==> src/shc_pkg.sv <==
`default_nettype none
package shc_pkg;

  localparam int CFG_IDX_W  = 2;
  localparam int CFG_DATA_W = 10;
  localparam int STRIP_W    = 7;
  localparam int TIME_W     = 10;
  localparam int HIT_W      = 24;
  localparam int OUT_NUM_W  = 6;

  localparam logic [CFG_IDX_W-1:0] REG_STRIP_WINDOW = 2'd0;
  localparam logic [CFG_IDX_W-1:0] REG_TIME_WINDOW  = 2'd1;

  localparam logic [STRIP_W-1:0] STRIP_WINDOW_RST = 7'd4;
  localparam logic [TIME_W-1:0]  TIME_WINDOW_RST  = 10'd5;

  typedef struct packed {
    logic [TIME_W-1:0]  hit_time;
    logic [STRIP_W-1:0] strip;
    logic [1:0]         layer;
    logic               coordinate;
    logic [3:0]         chamber;
  } hit_t;

  typedef enum logic [6:0] {
    ST_LOAD    = 7'b0000001,
    ST_FETCH_Q = 7'b0000010,
    ST_FETCH_H = 7'b0000100,
    ST_CAND    = 7'b0001000,
    ST_MRD     = 7'b0010000,
    ST_MCMP    = 7'b0100000,
    ST_EMIT    = 7'b1000000
  } state_t;

  typedef struct packed {
    logic ld;
    logic init;
    logic cap_idx;
    logic cap_hit;
    logic scan_start;
    logic next_member;
    logic open_new;
    logic rotate;
    logic emit;
    logic emit_done;
  } cmd_t;

  typedef struct packed {
    logic in_fire;
    logic eoe;
    logic open;
    logic match;
    logic last_member;
    logic miss_full;
    logic last_pending;
    logic out_fire;
  } sts_t;

endpackage
`default_nettype wire

==> src/shc_ctrl.sv <==
`default_nettype none
module shc_ctrl (
  input  wire logic         clk,
  input  wire logic         rst_n,
  input  wire shc_pkg::sts_t sts,
  output shc_pkg::cmd_t      cmd
);
  import shc_pkg::*;

  state_t state_r, state_nxt;

  always_comb begin
    cmd       = '0;
    state_nxt = state_r;
    unique case (state_r)
      ST_LOAD: begin
        cmd.ld = 1'b1;
        if (sts.in_fire && sts.eoe) begin
          cmd.init  = 1'b1;
          state_nxt = ST_FETCH_Q;
        end
      end
      ST_FETCH_Q: state_nxt = ST_FETCH_H;
      ST_FETCH_H: begin
        cmd.cap_idx = 1'b1;
        state_nxt   = ST_CAND;
      end
      ST_CAND: begin
        cmd.cap_hit = 1'b1;
        if (sts.open) begin
          state_nxt = ST_EMIT;
        end else begin
          cmd.scan_start = 1'b1;
          state_nxt      = ST_MRD;
        end
      end
      ST_MRD: state_nxt = ST_MCMP;
      ST_MCMP: begin
        priority if (sts.match) begin
          state_nxt = ST_EMIT;
        end else if (!sts.last_member) begin
          cmd.next_member = 1'b1;
          state_nxt       = ST_MRD;
        end else if (sts.miss_full) begin
          cmd.open_new = 1'b1;
          state_nxt    = ST_EMIT;
        end else begin
          cmd.rotate = 1'b1;
          state_nxt  = ST_FETCH_Q;
        end
      end
      ST_EMIT: begin
        cmd.emit = 1'b1;
        if (sts.out_fire) begin
          cmd.emit_done = 1'b1;
          state_nxt     = sts.last_pending ? ST_LOAD : ST_FETCH_Q;
        end
      end
      default: state_nxt = ST_LOAD;
    endcase
  end

  always_ff @(posedge clk) begin
    if (!rst_n) begin
      state_r <= ST_LOAD;
    end else begin
      state_r <= state_nxt;
    end
  end
endmodule
`default_nettype wire

==> config.mk <==
export PLATFORM = sky130hd
export DESIGN_NAME = shc_ctrl
export DESIGN_NICKNAME = d
export VERILOG_FILES = /design/src/shc_pkg.sv /design/src/shc_ctrl.sv
export SDC_FILE = /design/constraint.sdc
export NUM_CORES = 1
export LEC_CHECK = 0
export BUFFER_PORTS_ARGS = -buffer_cell sky130_fd_sc_hd__buf_2
export CORE_UTILIZATION = 35
export CTS_CLUSTER_DIAMETER = 200
export CTS_CLUSTER_SIZE = 30
export DETAILED_ROUTE_END_ITERATION = 10
export PLACE_DENSITY = 0.6
export SLEW_MARGIN = 30
export SYNTH_ARGS = -nofsm -noshare
export SYNTH_HDL_FRONTEND = slang
export SYNTH_SLANG_ARGS = --single-unit
export TNS_END_PERCENT = 100
==> constraint.sdc <==
create_clock -name clk -period 3.19 [get_ports clk]
set_input_delay 0.1595 -clock clk [delete_from_list [all_inputs] [get_ports clk]]
set_output_delay 0.1595 -clock clk [all_outputs]
set_load 0.05 [all_outputs]
# After elaboration in Yosys (flattened, before gate mapping)
# Index checks and enable logic that the tools add are counted.
dict set report op_classes {
  order_cmp 0
  mux 21
  shift 0
  addsub 0
  n_mul 0
  n_bitwise 0
  n_reduce_logical 2
  div 0
  n_eq_ne 9
}
# cell count
set op_table {}
lappend op_table {{one-hot mux 7 bit (7 select lines)} 1}
lappend op_table {{two-way mux 7 bit} 6}
lappend op_table {{two-way mux 2 bit} 5}
lappend op_table {{== test 7 x 1 -> 1 bit, second input constant} 1}
lappend op_table {{== test 7 x 2 -> 1 bit, second input constant} 1}
lappend op_table {{== test 7 x 3 -> 1 bit, second input constant} 1}
lappend op_table {{== test 7 x 4 -> 1 bit, second input constant} 1}
lappend op_table {{== test 7 x 5 -> 1 bit, second input constant} 1}
lappend op_table {{== test 7 x 6 -> 1 bit, second input constant} 1}
lappend op_table {{== test 7 bit, second input constant} 1}
lappend op_table {{two-way mux 1 bit} 7}
lappend op_table {{two-way mux 3 bit} 2}
lappend op_table {{inequality test 2 bit, second input constant} 2}
lappend op_table {{AND reduction 2 bit} 1}
lappend op_table {{logical AND 1 bit} 1}
dict set report totals {
  mem_count 0
  ramBits 0
  ff_bits 7
  latchBits 0
  output_inout_bits 10
  romBits 0
}

# Longest topological paths before layout
dict set report logic_depth {
  ltp_word 4
  ltp_mapped 6
}

# Worst setup path before layout
# OpenSTA, ideal clock, no wires.
dict set report synth_path {
  kind {register -> output}
  from {register state_r[1]}
  to {output port cmd[8] (netlist name)}
  path_stages_with_launch 5
  required_time_ns 3.030
  slack_ns 1.289
  t_arrival_ns 1.741
  cell_sequence {dfxtp_1 -> buf_2 -> nor4_1 -> and3_1 -> and3_1}
}
# element line
set synth_lines {}
lappend synth_lines {{from (decl)} shc_ctrl.sv:10} ;# state_t state_r, state_nxt;
lappend synth_lines {{from (signal assigned)} shc_ctrl.sv:67} ;# state_r <= state_nxt;
lappend synth_lines {{to (decl)} shc_ctrl.sv:6} ;# output shc_pkg::cmd_t cmd

==> impl_metrics.csv <==
group,metric,value,unit
run_status,status,"finished, final reports clean",
power,leakage,0.304,nW
timing,whs,0.143,ns
timing,max_freq,509,MHz
cts,hold_buffers,0,
logic_synthesis,synthTopCellsByArea,"dfxtp_1, nor2_1, inv_1",
setup_path,crit_chain,"nor3_2 -> nand4b_1 -> or3b_1 -> inv_1 -> buf_2",
cts,cts_setup_buffers,0,
flow_run,maxCapViolations,0,
power,peakVddDrop,0.261,mV
logic_synthesis,synth_common_cells,"nor2_1, dfxtp_1, inv_1, nand2_1, and3_1",
finish,syn2layout_area_growth,25.7,%
power,power_density,588,mW/mm^2
logic_synthesis,synth_seq_cells,7,
global_routing,grt_pass1_wl,1.70,mm
logic_synthesis,syn_nets,74,
logic_synthesis,syn-cell-area,478,sq um
floorplan,die-area,0.00152,sq mm
timing,worstMarginPinSlew,0.474,ns
cts,clock_latency,0.25,ns
cts,clock_path_buffers,2,
cts,root_buffer,"clkbuf_4",
global_routing,grt_max_degree,11,
timing,fin_skew,0.00450,ns
logic_synthesis,synth_flop_cell,"dfxtp_1",
cts,numCtsBuffers,3,
setup_path,cp_max_fo,10,
logic_synthesis,syn_inst,64,
timing,fin_crit,1.97,ns
timing,period_share,61.6,%
route,first_pass_iters,4,
global_routing,met3_usage,3.47,%
route,drc,0,
setup_path,critPathLaunchType,"register",
timing,relSlewSlack,68.1,%
route,ant_nets,0,
finish,largest_reg_flops,7,
cts,clkTransAtPathRegs,0.05,ns
cts,ctsResizeCount,0,
logic_synthesis,synth_edf_count,0,
logic_synthesis,ys_seq_area_share,29.3,%
finish,fillers,118,
timing,tns,0,ns
route,viasPerCell,5.35,
finish,largest_register,"state_r",
setup_path,arrival,1.81,ns
setup_path,cp.required,3.03,ns
timing,setup_viol,0,
finish,nNetsFinal,96,
place,hpwl,846,microns
cts,cts_tree,"yes",
floorplan,fp.dieH,39.0,microns
cts,h-tree-depth,1,
logic_synthesis,synth_top_area_cell,"dfxtp_1",
floorplan,chipWidth,39.0,microns
floorplan,initial_utilization,40.3,%
setup_path,crit_path_top_delay_cell,"dfxtp_1",
global_routing,grt_usage,17.1,%
place,gp_congestion,0.836,
logic_synthesis,synth_top_area_share,29.3,%
setup_path,crit_type,"reg -> out",
floorplan,core,0.00119,sq mm
worst_hold_path,hold_path.class,"in -> reg",
route,initialDrtViolationCount,12,
floorplan,num_rows,12,
finish,seq_area,140,sq um
setup_path,slowest_delay,0.41,ns
timing,hold_viol,0,
finish,diodes,0,
global_routing,use_met2,23.3,%
floorplan,pin_count,20,
finish,final_layout_size_suffix_gt1_share,28.2,%
route,wire_per_inst,11.3,microns
global_routing,overflow,0,
route,num_vias,530,
route,totalWireLength,1.12,mm
logic_synthesis,yosysUniqueCellTypes,30,
logic_synthesis,yosys_warnings,0,
timing,rsz0062_at_grt,"no",
logic_synthesis,yosysMostFrequentCell,"nor2_1",
global_routing,grt-busiest-layer,"met2",
finish,multiInputGateArea,299,sq um
logic_synthesis,syn-mean-instance-area,7.47,sq um
global_routing,antenna_found_initial,0,
logic_synthesis,synth_async_sr_flop_share,0,%
timing,slew_viol_final,0,
global_routing,grt_pass1_vias,408,
cts,clock-sinks,7,
place,io_buffers,19,
setup_path,endpoint_kind,"output pin",
finish,reg_top3,"state_r x7",
global_routing,grtUsageMet1,23.0,%
## metrics by stage
stage	setup WS (ns)	cells	area, sq um	power (mW)	util, %
detailed placement	1.48	95	574	0.274	48.4
global placement	1.54	95	574	0.278	48.4
finish	1.22	99	601	0.353	50.6
floorplan	1.29	64	478	0.253	-
global route	1.11	99	601	0.373	50.6
CTS	1.20	99	601	0.355	50.6
## path summary, 6_finish.rpt
path	start	slack (ns)	endpoint	cells after the start
max	state_r[0]$_SDFFE_PN1P_	1.22	cmd[2]	5
min reg2reg	state_r[3]$_SDFFE_PN0P_	0.64	state_r[5]$_SDFFE_PN0P_	3
max reg2reg	state_r[0]$_SDFFE_PN1P_	1.66	state_r[5]$_SDFFE_PN0P_	4
min	rst_n	0.14	state_r[4]$_SDFFE_PN0P_	2
## cell type report
class / count / area share, %
inverters: 6 / 3.75
multi-input cells: 49 / 49.8
repair buffers: 19 / 15.8
flip-flops and latches: 7 / 23.3
clock buffers: 4 / 4.38
well taps: 14 / 2.92
## report_power, final
| group | internal [mW] | switching, mW | total, mW | leakage, nW |
|---|---|---|---|---|
| combinational | 0.0567 | 0.0883 | 0.145 | 0.232 |
| sequential | 0.0988 | 0.0286 | 0.127 | 0.0568 |
| clock | 0.0478 | 0.0332 | 0.0809 | 0.0150 |
| total | 0.203 | 0.150 | 0.353 | 0.304 |
## kinds of logic after synthesis
family	synth area share [%]
and+or+nand+nor	43.5
AOI/OAI and AO/OA	15.2
buffers and inverters	8.11
DFF	29.3
xor gates and xnor gates	1.83
muxes	2.09
## cell usage in the layout, fill, tap and decap left out, drive strengths merged
master,count
o22ai,1
nand3,2
mux2i,1
a41oi,1
xor2,1
nor3b,2
nand2,5
o21a,2
o21ai,2
a221oi,1
a31oi,1
nor4b,2
or3,1
a21oi,2
nor4,2
and2,1
buf,19
or3b,1
o211ai,1
inv,6
nor2b,1
nor2,11
dfxtp,7
nor3,2
clkbuf,4
or4,1
nand4b,2
and3,3
## per-layer routing
layer  wire, microns  up-vias
met2             521       18
li1                -      275
met1             531      235
met5               0        -
met3              53        2
met4               8        0
## worst max-delay path, delay by kind of cell, from the launching register on
kind / cells / cell delay [ns]
AND/OR/NAND/NOR: 3 / 0.84
buffers and inverters: 2 / 0.31
flip-flops: 1 / 0.41
No activity file was read; power rests on OpenSTA's default activity.
