<file path="config.mk">
export PLATFORM = sky130hd
export DESIGN_NAME = shc_datapath
export DESIGN_NICKNAME = d
export VERILOG_FILES = /design/src/shc_pkg.sv /design/src/shc_ram.sv /design/src/shc_datapath.sv
export SDC_FILE = /design/constraint.sdc
export NUM_CORES = 2
export LEC_CHECK = 0
export BUFFER_PORTS_ARGS = -buffer_cell sky130_fd_sc_hd__clkbuf_2
export CAP_MARGIN = 20
export CORE_ASPECT_RATIO = 0.5
export CORE_MARGIN = 1
export CORE_UTILIZATION = 57
export DETAILED_ROUTE_END_ITERATION = 6
export PLACE_DENSITY = 0.76
export SETUP_SLACK_MARGIN = 0.5
export SYNTH_ARGS = -nofsm -noshare
export SYNTH_HDL_FRONTEND = slang
export SYNTH_SLANG_ARGS = --single-unit
</file>
<file path="constraint.sdc">
create_clock -name clk -period 5.4 [get_ports clk]
set_clock_uncertainty 0.05 [all_clocks]
set_input_delay 1.08 -clock clk [delete_from_list [all_inputs] [get_ports clk]]
set_output_delay 1.08 -clock clk [all_outputs]
set_load 0.01 [all_outputs]
</file>
<file path="src/shc_pkg.sv">
`default_nettype none
package shc_pkg;

  localparam int CFG_IDX_W  = 2;
  localparam int CFG_DATA_W = 10;
  localparam int STRIP_W    = 7;
  localparam int TIME_W     = 10;
  localparam int HIT_W      = 24;
  localparam int OUT_NUM_W  = 6;

  localparam logic [CFG_IDX_W-1:0] REG_STRIP_WINDOW = 2'd0;
  localparam logic [CFG_IDX_W-1:0] REG_TIME_WINDOW  = 2'd1;

  localparam logic [STRIP_W-1:0] STRIP_WINDOW_RST = 7'd4;
  localparam logic [TIME_W-1:0]  TIME_WINDOW_RST  = 10'd5;

  typedef struct packed {
    logic [TIME_W-1:0]  hit_time;
    logic [STRIP_W-1:0] strip;
    logic [1:0]         layer;
    logic               coordinate;
    logic [3:0]         chamber;
  } hit_t;

  typedef enum logic [6:0] {
    ST_LOAD    = 7'b0000001,
    ST_FETCH_Q = 7'b0000010,
    ST_FETCH_H = 7'b0000100,
    ST_CAND    = 7'b0001000,
    ST_MRD     = 7'b0010000,
    ST_MCMP    = 7'b0100000,
    ST_EMIT    = 7'b1000000
  } state_t;

  typedef struct packed {
    logic ld;
    logic init;
    logic cap_idx;
    logic cap_hit;
    logic scan_start;
    logic next_member;
    logic open_new;
    logic rotate;
    logic emit;
    logic emit_done;
  } cmd_t;

  typedef struct packed {
    logic in_fire;
    logic eoe;
    logic open;
    logic match;
    logic last_member;
    logic miss_full;
    logic last_pending;
    logic out_fire;
  } sts_t;

endpackage
`default_nettype wire

</file>
<file path="src/shc_ram.sv">
`default_nettype none
module shc_ram #(
  parameter int WIDTH = 24,
  parameter int DEPTH = 64,
  localparam int AW = $clog2(DEPTH)
) (
  input  wire logic             clk,
  input  wire logic             we,
  input  wire logic [AW-1:0]    waddr,
  input  wire logic [WIDTH-1:0] wdata,
  input  wire logic [AW-1:0]    raddr,
  output logic      [WIDTH-1:0] rdata
);
  logic [WIDTH-1:0] mem [DEPTH];

  always_ff @(posedge clk) begin
    if (we) begin
      mem[waddr] <= wdata;
    end
    rdata <= mem[raddr];
  end
endmodule
`default_nettype wire

</file>
<file path="src/shc_datapath.sv">
`default_nettype none
module shc_datapath #(
  parameter int MAX_HITS = 64
) (
  input  wire logic                           clk,
  input  wire logic                           rst_n,
  input  wire shc_pkg::cmd_t                  cmd,
  output shc_pkg::sts_t                       sts,
  input  wire logic                           cfg_wr_en,
  input  wire logic [shc_pkg::CFG_IDX_W-1:0]  cfg_index,
  input  wire logic [shc_pkg::CFG_DATA_W-1:0] cfg_wr_data,
  input  wire logic                           in_tvalid,
  input  wire logic [23:0]                    in_tdata,
  input  wire logic                           in_tlast,
  input  wire logic                           out_tready,
  output logic [39:0]                         out_tdata,
  output logic [1:0]                          out_tuser,
  output logic                                out_tlast
);
  import shc_pkg::*;

  localparam int IW = $clog2(MAX_HITS);
  localparam int CW = $clog2(MAX_HITS + 1);

  logic [STRIP_W-1:0] strip_win_r;
  logic [TIME_W-1:0]  time_win_r;
  logic [CW-1:0]      hit_count_r, pending_r, miss_r, member_count_r;
  logic [IW-1:0]      head_r, cand_idx_r, mi_r, cluster_r;
  logic               overflow_r, open_r;
  hit_t               cand_r, m_hit;
  logic [HIT_W-1:0]   h_rdata, m_rdata;
  logic [IW-1:0]      q_rdata, q_waddr, q_wdata, tail, head_inc, m_waddr;
  logic               q_we, h_we, room;
  logic [CW:0]        tail_sum;
  logic [STRIP_W-1:0] d_strip;
  logic [TIME_W-1:0]  d_time;

  assign m_hit   = hit_t'(m_rdata);
  assign room    = hit_count_r < CW'(MAX_HITS);
  assign sts.in_fire  = cmd.ld && in_tvalid;
  assign sts.eoe      = in_tlast;
  assign sts.open     = open_r;
  assign sts.out_fire = cmd.emit && out_tready;
  assign sts.last_member  = (CW'(mi_r) + CW'(1)) == member_count_r;
  assign sts.miss_full    = (miss_r + CW'(1)) == pending_r;
  assign sts.last_pending = pending_r == CW'(1);

  assign d_strip = (cand_r.strip >= m_hit.strip) ? cand_r.strip - m_hit.strip
                                                 : m_hit.strip - cand_r.strip;
  assign d_time  = (cand_r.hit_time >= m_hit.hit_time) ? cand_r.hit_time - m_hit.hit_time
                                                       : m_hit.hit_time - cand_r.hit_time;
  assign sts.match = cand_r.chamber == m_hit.chamber && cand_r.coordinate == m_hit.coordinate &&
                     cand_r.layer == m_hit.layer && d_strip <= strip_win_r &&
                     d_time <= time_win_r;

  assign head_inc = (head_r == IW'(MAX_HITS - 1)) ? '0 : head_r + IW'(1);
  assign tail_sum = (CW+1)'(head_r) + (CW+1)'(pending_r);
  assign tail     = (tail_sum >= (CW+1)'(MAX_HITS)) ? IW'(tail_sum - (CW+1)'(MAX_HITS))
                                                    : IW'(tail_sum);

  assign h_we    = sts.in_fire && room;
  assign q_we    = h_we || cmd.rotate;
  assign q_waddr = cmd.rotate ? tail : hit_count_r[IW-1:0];
  assign q_wdata = cmd.rotate ? cand_idx_r : hit_count_r[IW-1:0];
  assign m_waddr = open_r ? '0 : member_count_r[IW-1:0];

  shc_ram #(.WIDTH(HIT_W), .DEPTH(MAX_HITS)) u_hit_ram (
    .clk, .we(h_we), .waddr(hit_count_r[IW-1:0]), .wdata(in_tdata),
    .raddr(q_rdata), .rdata(h_rdata)
  );

  shc_ram #(.WIDTH(IW), .DEPTH(MAX_HITS)) u_queue_ram (
    .clk, .we(q_we), .waddr(q_waddr), .wdata(q_wdata),
    .raddr(head_r), .rdata(q_rdata)
  );

  shc_ram #(.WIDTH(HIT_W), .DEPTH(MAX_HITS)) u_member_ram (
    .clk, .we(cmd.emit_done), .waddr(m_waddr), .wdata(HIT_W'(cand_r)),
    .raddr(mi_r), .rdata(m_rdata)
  );

  assign out_tdata = {4'd0, cand_r.hit_time, cand_r.strip, cand_r.layer, cand_r.coordinate,
                      cand_r.chamber, OUT_NUM_W'(cand_idx_r), OUT_NUM_W'(cluster_r)};
  assign out_tuser = {overflow_r, open_r};
  assign out_tlast = sts.last_pending;

  always_ff @(posedge clk) begin
    if (cmd.cap_idx) begin
      cand_idx_r <= q_rdata;
    end
    if (cmd.cap_hit) begin
      cand_r <= hit_t'(h_rdata);
    end
  end

  always_ff @(posedge clk) begin
    if (!rst_n) begin
      strip_win_r    <= STRIP_WINDOW_RST;
      time_win_r     <= TIME_WINDOW_RST;
      hit_count_r    <= '0;
      pending_r      <= '0;
      miss_r         <= '0;
      member_count_r <= '0;
      head_r         <= '0;
      mi_r           <= '0;
      cluster_r      <= '0;
      overflow_r     <= 1'b0;
      open_r         <= 1'b0;
    end else begin
      if (cfg_wr_en && cfg_index == REG_STRIP_WINDOW) begin
        strip_win_r <= cfg_wr_data[STRIP_W-1:0];
      end
      if (cfg_wr_en && cfg_index == REG_TIME_WINDOW) begin
        time_win_r <= cfg_wr_data[TIME_W-1:0];
      end
      if (sts.in_fire) begin
        if (room) begin
          hit_count_r <= hit_count_r + CW'(1);
        end else begin
          overflow_r <= 1'b1;
        end
      end
      if (cmd.init) begin
        pending_r <= room ? hit_count_r + CW'(1) : hit_count_r;
        head_r    <= '0;
        miss_r    <= '0;
        open_r    <= 1'b1;
      end
      if (cmd.scan_start) begin
        mi_r <= '0;
      end
      if (cmd.next_member) begin
        mi_r <= mi_r + IW'(1);
      end
      if (cmd.open_new) begin
        cluster_r <= cluster_r + IW'(1);
        open_r    <= 1'b1;
      end
      if (cmd.rotate) begin
        head_r <= head_inc;
        miss_r <= miss_r + CW'(1);
      end
      if (cmd.emit_done) begin
        head_r         <= head_inc;
        pending_r      <= pending_r - CW'(1);
        miss_r         <= '0;
        open_r         <= 1'b0;
        member_count_r <= open_r ? CW'(1) : member_count_r + CW'(1);
        if (sts.last_pending) begin
          hit_count_r    <= '0;
          overflow_r     <= 1'b0;
          cluster_r      <= '0;
          member_count_r <= '0;
        end
      end
    end
  end

`ifndef SYNTH
  a_count_bound: assert property (@(posedge clk) disable iff (!rst_n)
    hit_count_r <= CW'(MAX_HITS)) else $error("hit count beyond store depth");
  a_emit_pending: assert property (@(posedge clk) disable iff (!rst_n)
    cmd.emit |-> pending_r != '0) else $error("emit with empty queue");
  a_rotate_pending: assert property (@(posedge clk) disable iff (!rst_n)
    cmd.rotate |-> !sts.last_pending && miss_r < pending_r) else $error("bad rotate");
  a_event_clear: assert property (@(posedge clk) disable iff (!rst_n)
    cmd.emit_done && sts.last_pending |=> hit_count_r == '0 && !overflow_r)
    else $error("event state not cleared");
`endif
endmodule
`default_nettype wire
</file>
Word level (Yosys, flattened, before mapping). Memories as Yosys holds them, arrays and structs flattened. A register that Yosys moved wholly into a read port is not among the register bits. Cells that the tools add are included.

Bits of input ports: 52. Memory bits (writable): 3456. ROM bits: 0. Output and inout port bits: 51. Memories: 3. Bits in registers: 95. Latch bits: 0. Word-level logic and storage cells: 103.

Equal/unequal tests: 8. Shift-type cells: 0. Bitwise logic cells: 1. Order comparisons: 6. $mul: 0. Add/subtract/negate cells: 14. Divide/modulo/power cells: 0. Mux-type cells: 37. Reductions and logical operators: 17.

Memory list: u_hit_ram.mem (depth 64, width 24, rd ports 1, clocked after Yosys merged registers in 1, write ports 1, RTL line shc_ram.sv:14) `logic [WIDTH-1:0] mem [DEPTH];`; u_member_ram.mem (depth 64, width 24, rd ports 1, clocked after Yosys merged registers in 1, write ports 1, RTL line shc_ram.sv:14); u_queue_ram.mem (depth 64, width 6, rd ports 1, clocked after Yosys merged registers in 1, write ports 1, RTL line shc_ram.sv:14).

Operators with widths (number): $mux 6 (13); $mux 7 (11); $add 7x1->7 const B (3); $sub 10x10->10 (2); $add 6x1->6 const B (3); $eq 7x7->1 (2); $sub 7x7->7 (2); $mux 1 (12); $ge 10x10->1 (1); $le 10x10->1 (1); $mux 10 (1); $logic_and 1x1->1 (9); $add 6x7->8 (1); $ge 8x7->1 const B (1); $reduce_bool 2->1 (4); $add 6x1->7 const B (1); $eq 7x1->1 const B (1); $ge 7x7->1 (1); $le 7x7->1 (1); $lt 7x7->1 const B (1); $sub 7x1->7 const B (1); $eq 6x6->1 const B (1); $sub 6x1->6 const B (1); $eq 4x4->1 (1); 8 further kinds (8).

Logic depth before layout (Yosys ltp).
Depth after elaboration: 5. Gate-level depth with buffers: 16. Gate-level depth less buffers: 16.

Cells and area by module. Synthesis repeated with hierarchy kept, for this count alone.

Cells, all modules: 6679. Area total of the unflattened synthesis: 140297.1 sq um.

Modules (own cells, without submodules): shc_ram (u_hit_ram ...) (instances 2, seq. area each 46604.7 sq um, area each 59295.6 sq um, cells each 2610); shc_ram (u_queue_ram) (instances 1, seq. area each 11651.2 sq um, area each 15225.9 sq um, cells each 720); shc_datapath (instances 1, seq. area each 2202.1 sq um, area each 6480.0 sq um, cells each 739).

Least setup slack after synthesis. OpenSTA, ideal clock, no wires.

Path kind: reg2out. From: register cand_r (netlist bit out_tdata[29]). To: output port sts[4] in the netlist's numbering. Cell stages (with the launch flop): 16. Setup slack: -0.614 ns. Data arrival time: 4.884 ns. Required time: 4.270 ns. Path buffers: 1. Cell sequence: edfxtp_1 -> inv_1 -> ha_1 -> clkbuf_1 -> and3_1 -> a221oi_2 -> a211oi_1 -> a211oi_4 -> mux2i_1 -> xor2_1 -> ha_1 -> a21o_1 -> a21o_1 -> a2111oi_0 -> o21ai_0 -> a2111oi_0.

RTL lines: from (decl) (RTL line shc_datapath.sv:30) `hit_t cand_r, m_hit;`; from (signal assigned) (RTL line shc_datapath.sv:92) `cand_r <= hit_t'(h_rdata);`; to (decl) (RTL line shc_datapath.sv:8) `output shc_pkg::sts_t sts,`.

==> results_dict.tcl <==
set metrics [dict create \
    outcome "finished with violations" \
    violations "DRC, setup timing" \
    fin_util 0.641 \
    grtUsageTotal 0.282 \
    fmax_ghz 0.166 \
    r2r_end "u_queue_ram.mem[37][0]$_DFFE_PP_" \
    drt_wl_total_mm 348 \
    end_kind "output pin" \
    multiInputGateArea_um2 30500 \
    synth_ff_type "edfxtp_1" \
    fin_crit_sh 1.11 \
    layout-drive-gt1-share 0.268 \
    start_util 0.576 \
    path_cells "inv_1 -> ha_1 -> inv_2 -> fa_2 -> a21o_1 -> a221oi_4 -> a211oi_2 -> a211oi_4 -> buf_6 -> mux2i_1 -> xor2_1 -> ha_1 -> a21o_1 -> a2111oi_4 -> o21ai_1 -> a2111oi_4 -> buf_2" \
    cpPeakStageDelay_ps 380 \
    syn_avg_cell_area_um2 21.6 \
    grt_max_degree 77 \
    route.detailed.drc 1 \
    worst_slew_pin_slew_ps 1240 \
    setup_ws_ps -613 \
    power_leakage_nw 48.3 \
    syn_inst 6429 \
    grt-busiest-layer "met2" \
    p_per_area_nw_per_um2 399 \
    routedWlPerCell_um 33.9 \
    die_area_um2 246000 \
    slew_headroom 0.166 \
    synth_cell_type_count 67 \
    clockBufferDepth 4 \
    cp_slowest_cell "edfxtp_1" \
    grt_pass1_vias 70000 \
    synth_edf_count 3486 \
    final_antenna_net_count 0 \
    critPathKind "reg -> out" \
    grt_use_met1 0.391 \
    tritoncts "yes" \
    synth.ff_latch_count 3605 \
    rr_worst_depth 7 \
    worst-endpoint-arrival_ps 4880 \
    synth-seq-area-share 0.771 \
    grt_pass1_wl_mm 495 \
    critical_path.startpoint "out_tdata[26]$_DFFE_PP_" \
    hold_class "reg -> reg" \
    antenna_found_initial 23 \
    numCtsBuffers 307 \
    postCtsHoldBufs 0 \
    dp_hpwl_mm 201 \
    rows 127 \
    r2r-start "head_r[3]$_SDFFE_PN0P_" \
    stdcell_count 10300 \
    crit_path_start_kind "flip-flop" \
    syn_area_um2 139000 \
    worstPathRequired_ps 4270 \
    hold_viol 0 \
    final_common_cell "edfxtp_1" \
    clock_sinks 3605 \
    drtIter0Drc 10400 \
    nets 6917 \
    dp_cells 9712 \
    async_flop_share 0 \
    syn_to_final_growth_pct 11.2 \
    cp_top_family "compound AO/OA/AOI/OAI gates" \
    die-height_um 351 \
    clk_root_buffer_cell "clkbuf_16" \
    setup_viol 1 \
    crit_path_end "sts[4]" \
    rsz0062_at_grt "true" \
    final_cell_mix "edfxtp_1, mux4_2, clkbuf_16" \
    ios 103 \
    grt_use_met2 0.438 \
    grt_overflow 0 \
    fillers 15100 \
    dr.pass1.iters 7 \
    yosys_warnings 0 \
    post_drt_via_cell_ratio 6.82 \
    report.final.slew_viol_count 0 \
    ff_latch_area_um2 107000 \
    vias 70000 \
    core_um2 241000 \
    place.gp.congestion 0.886 \
    dp_slack_ps 17.4 \
    clkLatencyLatePin_ps 870 \
    synth.largest_area_cell "edfxtp_1" \
    clk_pin_slew_ps 60 \
    synth_area_leaders "edfxtp_1, mux4_2, dfxtp_1" \
    htree_levels 5 \
    yosysTopAreaCellShare 0.753 \
    ir_drop_mv 0.252 \
    drv_cap 0 \
    ff2ff_setup_slack_ps 1540 \
    fp.dieW_um 700 \
    cp_max_fo 3 \
    use_met3 0.0701 \
    port_buffers 96 \
    crit_buf_inv 4 \
    cp_num_cells 17 \
    min_period_ps 6010 \
]
[flip-flops by register name (all words and copies together), names as in the netlist, 7 cells and up]
register and cells:
member_count_r 7, u_member_ram.mem 1536, time_win_r 10, pending_r 7, u_hit_ram.rdata 24, miss_r 7, out_tdata 24, strip_win_r 7
hit_count_r 7, u_queue_ram.mem 384, u_member_ram.rdata 24, u_hit_ram.mem 1536
[where the power goes]
part / switching [W] / leakage (nW) / internal, W
clock network: 0.00983 / 4.65 / 0.0118
logic: 0.00478 / 11.2 / 0.00278
registers: 0.000530 / 32.4 / 0.0319
total: 0.0151 / 48.3 / 0.0465
[area by class of cell]
type	count	area share
clock buffer	400	0.0538
clock inverter	141	0.00789
timing repair buffer	410	0.0202
antenna	6	0.0000972
multi-input combinational	2406	0.197
tap	3225	0.0261
sequential	3605	0.693
inverter	68	0.00165
[synth_stat cells, drive strengths merged, types with 8 or more instances]
| library cell | count |
|---|---|
| edfxtp | 3486 |
| mux4 | 882 |
| nor2 | 273 |
| clkbuf | 200 |
| buf | 153 |
| mux2i | 130 |
| nand2 | 120 |
| dfxtp | 119 |
| o22ai | 111 |
| o21ai | 89 |
| a21oi | 72 |
| a221oi | 71 |
| inv | 67 |
| ha | 62 |
| nor2b | 61 |
| a22oi | 58 |
| a22o | 52 |
| nand3 | 46 |
| xnor2 | 32 |
| xor2 | 31 |
| nand2b | 27 |
| o221ai | 24 |
| a21o | 22 |
| nor4 | 22 |
| o32ai | 20 |
| nand4 | 18 |
| and2 | 17 |
| nor3 | 16 |
| nor3b | 13 |
| a221o | 12 |
| and4 | 12 |
| or2 | 11 |
| a31oi | 10 |
| nand3b | 10 |
| or3 | 9 |
| mux2 | 8 |
[per-layer routing]
metal / up-vias / routed length [µm]
li1: 27700 / -
met1: 36500 / 128000
met2: 4979 / 163000
met3: 779 / 42200
met4: 20 / 15500
met5: - / 145
[through the flow]
step	power, W	setup TNS, ps	hold slack, ps	area, µm²
6_report	0.0617	-613	349	155000
5_1_grt	0.0632	-890	379	155000
4_1_cts	0.0617	-714	353	154000
3_5_place_dp	0.0404	0	344	145000
3_3_place_gp	0.0402	-95.6	344	145000
2_1_floorplan	0.0373	-242	336	139000
[cell families (layout without fill, tap and decap cells)]
logic type	count (synthesis)	count (layout)	synth area share
and+or+nand+nor	663	663	0.0227
adders and majority gates	67	67	0.00630
other	1	10	0.0000270
muxes	1020	1020	0.153
xor gates and xnor gates	63	63	0.00397
DFF	3605	3605	0.771
buffers and inverters	421	1019	0.0135
AOI/OAI and AO/OA	589	589	0.0300
[how the worst min path moves through the flow]
stage / endpoint / from / cells after the start
finish: out_tdata[16]$_DFFE_PP_ / u_hit_ram.rdata[4]$_DFF_P_ / 0
global route: out_tdata[16]$_DFFE_PP_ / u_hit_ram.rdata[4]$_DFF_P_ / 0
CTS: out_tdata[16]$_DFFE_PP_ / u_hit_ram.rdata[4]$_DFF_P_ / 0
detailed placement: out_tdata[16]$_DFFE_PP_ / u_hit_ram.rdata[4]$_DFF_P_ / 0
global placement: out_tdata[18]$_DFFE_PP_ / u_hit_ram.rdata[6]$_DFF_P_ / 0
floorplan: out_tdata[12]$_DFFE_PP_ / u_hit_ram.rdata[0]$_DFF_P_ / 0
[timing repair]
action | 4_1_cts | 5_1_grt
gates resized for setup | 5 | 3
cloned | 0 | 0
pin swaps | 8 | 0
endpoints found under the setup margin | 1 | 1
setup buffers | 0 | 0
Note: power is estimated with default switching activity, not from simulation.
